### src/rtl/pfat_pkg.sv
// Package for the page frame allocator table: widths, request kinds, status codes,
// frame types, sequencer states and the table entry and write request types.
// Used by pfat_frame_table and page_frame_allocator_table_unit.
package pfat_pkg;

  localparam int NumPages = 256;
  localparam int IdxW     = 8;   // frame index
  localparam int CntW     = 9;   // frame count, can hold NumPages
  localparam int KeyW     = 16;
  localparam int TypeW    = 3;
  localparam int KindW    = 4;
  localparam int StatW    = 3;
  localparam int DataW    = 40;  // packed request / result width

  // Request kinds
  localparam logic [KindW-1:0] KIND_RESERVE  = 4'd0;
  localparam logic [KindW-1:0] KIND_CLAIM    = 4'd1;
  localparam logic [KindW-1:0] KIND_FIND     = 4'd2;
  localparam logic [KindW-1:0] KIND_RELEASE  = 4'd3;
  localparam logic [KindW-1:0] KIND_FREE_RES = 4'd4;
  localparam logic [KindW-1:0] KIND_FREE_OWN = 4'd5;
  localparam logic [KindW-1:0] KIND_VICTIM   = 4'd6;
  localparam logic [KindW-1:0] KIND_QUERY    = 4'd7;
  localparam logic [KindW-1:0] KIND_RUN      = 4'd8;

  // Frame types
  localparam logic [TypeW-1:0] TYPE_FREE = 3'd0;
  localparam logic [TypeW-1:0] TYPE_REG  = 3'd3;
  localparam logic [TypeW-1:0] TYPE_RESV = 3'd5;

  // Result status
  localparam logic [StatW-1:0] STAT_OK    = 3'd0;
  localparam logic [StatW-1:0] STAT_NONE  = 3'd1;
  localparam logic [StatW-1:0] STAT_RANGE = 3'd2;
  localparam logic [StatW-1:0] STAT_FREE  = 3'd3;
  localparam logic [StatW-1:0] STAT_RUN   = 3'd4;

  // Configuration register indexes
  localparam logic CFG_PAGES = 1'b0;
  localparam logic CFG_LWM   = 1'b1;

  typedef enum logic [2:0] {
    ST_IDLE,
    ST_READ,
    ST_EVAL,
    ST_RUNWR,
    ST_FIN
  } state_e;

  typedef struct packed {
    logic [TypeW-1:0] ptype;
    logic [KeyW-1:0]  owner;
  } entry_t;

  typedef struct packed {
    logic             en;
    logic [IdxW-1:0]  addr;
    entry_t           entry;
  } wr_req_t;

endpackage

### src/rtl/pfat_frame_table.sv
// Frame table storage: one-write, one-read memory with registered read data,
// plus per-frame valid bits so a cleared frame reads as free with owner zero.
// Depends on pfat_pkg.
module pfat_frame_table (
  input  logic               clk_i,
  input  logic               rst_ni,
  input  logic               clear_i,
  input  logic [pfat_pkg::IdxW-1:0] rd_addr_i,
  input  pfat_pkg::wr_req_t  wr_i,
  output pfat_pkg::entry_t   rd_entry_o
);

  pfat_pkg::entry_t                mem [pfat_pkg::NumPages];
  logic [pfat_pkg::NumPages-1:0]   valid_q;
  pfat_pkg::entry_t                rd_entry_q;
  logic                            rd_vld_q;

  // Storage array, no reset
  always_ff @(posedge clk_i) begin
    if (wr_i.en) begin
      mem[wr_i.addr] <= wr_i.entry;
    end
    rd_entry_q <= mem[rd_addr_i];
  end

  // Valid bits: cleared at once by reset or a table clear
  always_ff @(posedge clk_i or negedge rst_ni) begin
    if (!rst_ni) begin
      valid_q  <= '0;
      rd_vld_q <= 1'b0;
    end else if (clear_i) begin
      valid_q  <= '0;
      rd_vld_q <= 1'b0;
    end else begin
      if (wr_i.en) begin
        valid_q[wr_i.addr] <= 1'b1;
      end
      rd_vld_q <= valid_q[rd_addr_i];
    end
  end

  assign rd_entry_o = rd_vld_q ? rd_entry_q : '0;

endmodule

### config.mk
export PLATFORM = sky130hd
export DESIGN_NAME = pfat_frame_table
export DESIGN_NICKNAME = d
export VERILOG_FILES = /design/src/rtl/pfat_pkg.sv /design/src/rtl/pfat_frame_table.sv
export SDC_FILE = /design/constraint.sdc
export NUM_CORES = 2
export LEC_CHECK = 0
export BUFFER_PORTS_ARGS = -buffer_cell sky130_fd_sc_hd__buf_2
export CORE_ASPECT_RATIO = 0.5
export CORE_UTILIZATION = 59
export CTS_BUF_LIST = sky130_fd_sc_hd__clkbuf_2 sky130_fd_sc_hd__clkbuf_4 sky130_fd_sc_hd__clkbuf_8
export DETAILED_ROUTE_END_ITERATION = 16
export PLACE_DENSITY = 0.9
export SYNTH_ARGS = -nofsm -noshare
export SYNTH_HDL_FRONTEND = slang
export SYNTH_MEMORY_MAX_BITS = 65536
export SYNTH_SLANG_ARGS = --single-unit
### constraint.sdc
create_clock -name clk_i -period 2.1 [get_ports clk_i]
set_clock_uncertainty 0.15 [all_clocks]
set_input_delay 0.21 -clock clk_i [delete_from_list [all_inputs] [get_ports clk_i]]
set_output_delay 0.21 -clock clk_i [all_outputs]
set_load 0.02 [all_outputs]
==> results.py, run 1 <==
metrics = {
    "global_route": {
        "grt_use_total_pct": 55.9,
        "overflow": 88,
        "grt_max_degree": 120,
    },
    "placed_design": {
        "io_buffers": 57,
        "gp_congestion": 1.01,
        "pre_cts_ws_ps": -1790,
        "post_dp_cell_area_um2": 217000,
        "dpl.hpwl_mm": 405,
    },
    "clocking": {
        "htree_levels": 6,
        "cts_num_sinks": 5140,
        "numCtsBuffers": 675,
        "cts-root-buf": "clkbuf_8",
        "cts_buffer_depth": 4,
    },
    "yosys": {
        "ys_warn_count": 0,
        "ys_seq_area_share_pct": 77.4,
        "async_flop_share_pct": 5.00,
        "synthCells": 8748,
        "synth-main-ff-cell": "edfxtp_1",
        "post-synth-top-area-cell": "edfxtp_1",
        "synth_top_area_share_pct": 74.0,
        "yosysUniqueCellTypes": 47,
        "synth_edf_count": 4864,
        "ys_seq_elements": 5140,
        "syn_avg_cell_area_um2": 22.6,
        "synth_area_um2": 197000,
        "syn-num-nets": 8787,
        "synth_area_leaders": "edfxtp_1 (74%), mux4_2 (16%), dfrtp_1 (3.3%)",
    },
    "outcome": {
        "firstError": "[ERROR GRT-0232] Routing congestion too high. Check the congestion heatmap in the GUI.",
        "haltStage": "global routing (5_1_grt)",
        "status": "stopped before the end",
    },
    "floorplanning": {
        "start_util_pct": 59.6,
        "die_h_um": 411,
        "rows": 149,
        "die_w_um": 820,
        "io_pins": 58,
    },
}
## per-layer routing
layer	overflow	global-route usage [%]
met2	38	69.7
met3	9	47.4
met1	6	53.7
met5	1	32.9
met4	34	50.3
## per-stage QoR
step,instances,utilization (%)
4_1_cts,15231,70.1
2_1_floorplan,8748,-
3_3_place_gp,13962,65.4
3_5_place_dp,13965,65.5
## cells in the mapped netlist (all sizes together), types with 4 or more instances
| library cell | n |
|---|---|
| o31a | 18 |
| nand4 | 49 |
| or3 | 4 |
| a21oi | 33 |
| nand2 | 65 |
| nor2b | 12 |
| nand3 | 33 |
| mux2i | 395 |
| mux2 | 10 |
| nor4 | 19 |
| edfxtp | 4864 |
| nor3 | 14 |
| clkbuf | 178 |
| a22oi | 145 |
| o211ai | 4 |
| dfxtp | 19 |
| a31oi | 19 |
| a2111oi | 4 |
| and2 | 20 |
| dfrtp | 257 |
| a32oi | 7 |
| o21ba | 30 |
| inv | 5 |
| nor2 | 741 |
| o22ai | 61 |
| mux4 | 1383 |
| nand2b | 6 |
| buf | 304 |
| o221ai | 18 |
| o21ai | 9 |
## cells by family after synthesis
group	Yosys count	share of synthesized area, %
buffers and inverters	487	1.38
and+or+nand+nor	974	2.04
muxes	1788	17.8
AOI/OAI and AO/OA	359	1.33
DFF	5140	77.4
## repair_timing
item / 4_1_cts
endpoints found under the setup margin: 39
hold endpoints to repair: 7375
pin swaps: 60
cloned: 1
hold buffers: 62
gates resized for setup: 283
buffers inserted: 9
==> run 2, diff against run 1 <==
--- a/config.mk
+++ b/config.mk
@@ -6,11 +6,9 @@
 export NUM_CORES = 2
 export LEC_CHECK = 0
 export BUFFER_PORTS_ARGS = -buffer_cell sky130_fd_sc_hd__buf_2
-export CORE_ASPECT_RATIO = 0.5
-export CORE_UTILIZATION = 59
-export CTS_BUF_LIST = sky130_fd_sc_hd__clkbuf_2 sky130_fd_sc_hd__clkbuf_4 sky130_fd_sc_hd__clkbuf_8
+export CORE_UTILIZATION = 40
 export DETAILED_ROUTE_END_ITERATION = 16
-export PLACE_DENSITY = 0.9
+export PLACE_DENSITY_LB_ADDON = 0.15
 export SYNTH_ARGS = -nofsm -noshare
 export SYNTH_HDL_FRONTEND = slang
 export SYNTH_MEMORY_MAX_BITS = 65536
==> constraint.sdc (replaced) <==
create_clock -name clk_i -period 2.75 [get_ports clk_i]
set_clock_uncertainty 0.15 [all_clocks]
set_input_delay 0.275 -clock clk_i [delete_from_list [all_inputs] [get_ports clk_i]]
set_output_delay 0.275 -clock clk_i [all_outputs]
set_load 0.02 [all_outputs]
==> run 2 against run 1 <==
Compared with the run above: the flow now finishes, with violations (setup timing); synthesized area is the same; synthesized cell count is the same.
==> results.py, run 2 <==
metrics = {
    "outcome": {
        "status": "finished, violations left",
        "violations": "setup timing",
    },
    "yosys": {
        "synth_top_area_share_pct": 74.0,
        "synthMuxAreaShare_pct": 17.8,
        "yosys.area_share.simple_pct": 2.04,
        "yosysUniqueCellTypes": 47,
        "synth_top_family_by_area": "multiplexers",
        "synth_fa_ha_area_share_pct": 0,
        "yosys.cell_count.top_type": "edfxtp_1",
        "synth_area_leaders": "edfxtp_1 (74%), mux4_2 (16%), dfrtp_1 (3.3%)",
        "synthCells": 8748,
        "synth_commonest_cells": "edfxtp_1 (4,864), mux4_2 (1,383), nor2_1 (741)",
        "synth-xor-area-share_pct": 0,
        "syn-num-nets": 8787,
        "synth_area_um2": 197000,
        "synth_edf_count": 4864,
        "post-synth-top-area-cell": "edfxtp_1",
        "synth_compound_area_share_pct": 1.33,
        "ys_seq_area_share_pct": 77.4,
        "async_flop_share_pct": 5.00,
        "ys_warn_count": 0,
        "synth-main-ff-cell": "edfxtp_1",
        "ys_seq_elements": 5140,
        "syn_avg_cell_area_um2": 22.6,
    },
    "global_route": {
        "antenna_found_initial": 47,
        "grt_use_total_pct": 23.0,
        "grt_max_degree": 161,
        "grt_pass1_vias": 100831,
        "grt_pass1_wl_mm": 803,
        "overflow": 0,
    },
    "routing": {
        "drtAntennaViolNets": 0,
        "vias": 97975,
        "wirelength_mm": 576,
        "vias_per_cell": 5.74,
        "drc_errors": 0,
        "first_pass_iters": 6,
        "drt_iter0_markers": 11520,
        "avgRoutedWirePerCell_um": 33.8,
    },
    "timing": {
        "worst_pin_slew_ps": 1390,
        "setup_viol": 5,
        "slew_violations": 0,
        "rsz0062_at_grt": "yes",
        "fin_ws_ps": -52.8,
        "period_minus_slack_ps": 2800,
        "hold_violations": 0,
        "finalCritPeriodShare_pct": 102,
        "max_freq_mhz": 357,
        "slew_headroom_pct": 7.36,
        "tns_ps": -144,
    },
    "flow_run": {
        "cap_violations": 0,
    },
    "setup_path": {
        "cp-start-kind": "register",
        "critPathBufInv": 3,
        "crit_fanout": 1,
        "cpPeakStageDelay_ps": 500,
        "cpMaxStageDelayCell": "nand4_1",
        "worstPathRequired_ps": 3630,
        "critPathTopFamily": "simple AND/OR/NAND/NOR gates",
        "end_kind": "register",
        "path_cells": "mux4_2 > mux2i_1 > a22oi_1 > buf_4 > nand4_1 > buf_12 > nor4_4 > buf_6 > o31a_1",
        "arrival_ps": 3690,
        "crit_type": "reg -> reg",
    },
    "clocking": {
        "numCtsBuffers": 553,
        "tritoncts": "yes",
        "post-cts-setup-buffer-count": 0,
        "cts-root-buf": "clkbuf_16",
        "cts.clk_slew.worst_paths_ps": 60,
        "cts_buffer_depth": 4,
        "cts_num_sinks": 5140,
        "htree_levels": 6,
        "clk_latency_ps": 1110,
    },
    "floorplanning": {
        "core_area_um2": 491000,
        "start_util_pct": 40.2,
        "die_h_um": 705,
        "die_w_um": 705,
        "dieArea_um2": 497000,
        "rows": 257,
        "io_pins": 58,
    },
    "cells_and_area": {
        "multi_input_area_um2": 43000,
        "top_regs": "mem: 4864 flops, valid_q: 256 flops, rd_entry_q: 19 flops",
        "largest_register": "mem",
        "regArea_um2": 153000,
        "areaGrowthSynthToFinish_pct": 20.1,
        "layout_common_cells": "edfxtp_1 (4,864), mux4_2 (1,383), buf_4 (756)",
        "n_fill_cell": 39742,
        "final_common_cell": "edfxtp_1",
        "drive_above_1_share_pct": 35.6,
        "final_nets": 10167,
        "largest_register_ffs": 4864,
    },
    "placed_design": {
        "gp_congestion": 0.850,
        "dpl.hpwl_mm": 360,
        "io_buffers": 57,
    },
    "power": {
        "power_density_nw_per_um2": 704,
        "p_leak_nw": 77.0,
        "peakVddDrop_uv": 757,
        "power_mw": 167,
    },
    "min_path": {
        "hp-class": "in -> reg",
    },
}
## run 2: cell counts after synthesis
Identical to the previous run, type by type.
## run 2: final timing paths
check | endpoint | startpoint | slack, ps | cells after the start
worst max-delay path | rd_entry_q[10]$_DFF_P_ | mem[214][10]$_DFFE_PP_ | -50 | 9
worst min-delay path | mem[168][11]$_DFFE_PP_ | wr_i[11] | 100 | 2
worst max register to register | rd_entry_q[10]$_DFF_P_ | mem[214][10]$_DFFE_PP_ | -50 | 9
worst min register to register | valid_q[220]$_DFFE_PN0P_ | valid_q[220]$_DFFE_PN0P_ | 340 | 2
max in group asynchronous | valid_q[103]$_DFFE_PN0P_ | rst_ni | 1420 | 4
min in group asynchronous | valid_q[18]$_DFFE_PN0P_ | rst_ni | 480 | 4
## run 2: cell families after synthesis
kind of cell | after synthesis
flops | 5140
mux | 1788
simple gates | 974
buf+inv | 487
compound gates | 359
## run 2: worst reg2reg max path, delay by kind of cell (launching register included)
kind | cells | cell delay, ps
AO/OA/AOI/OAI | 2 | 360
flip-flops | 1 | 320
AND/OR/NAND/NOR | 2 | 880
buffers and inverters | 3 | 750
multiplexers | 2 | 320
## run 2: cell type report
| class | instances | area share, % |
|---|---|---|
| inverter | 5 | 0.0111 |
| timing repair buffer | 1307 | 6.59 |
| tap | 6475 | 3.42 |
| clock buffer | 721 | 6.23 |
| multi-input combinational | 3121 | 18.1 |
| sequential | 5140 | 64.5 |
| clock inverter | 270 | 1.11 |
| antenna | 24 | 0.0253 |
## run 2: what timing repair did
action                                   CTS  global route
hold endpoints to repair                6475             0
resized for setup                         60            26
pin swaps                                 21            18
endpoints found under the setup margin    31            15
hold buffers                              46             0
## run 2: power breakdown
part / total (mW) / internal, mW / leakage (nW) / switching (mW)
Sequential: 85.9 / 85.8 / 47.5 / 0.101
Clock: 71.7 / 40.6 / 8.46 / 31.2
Combinational: 9.25 / 3.78 / 21.1 / 5.48
## run 2: layer usage
layer	part of all wire (%)	GRT usage, %	wire [um]
met3	6.9	4.07	39900
met1	42	32.3	242000
met2	48	36.8	275000
met5	0.011	0	63
met4	3.4	7.18	19500
## run 2: stage by stage
stage	utilization, %	std cells	hold slack, ps	worst slack [ps]	instance area [um2]
5_1_grt	48.3	17040	57.9	-64.1	237000
6_report	48.3	17063	105	-52.8	237000
3_5_place_dp	44.6	16008	76.3	-1500	219000
3_3_place_gp	44.6	16008	69.4	-1870	219000
2_1_floorplan	-	8748	-171	-2.44	197000
4_1_cts	48.3	17041	17.6	-76.3	237000
No activity file was read; power rests on OpenSTA's default activity.
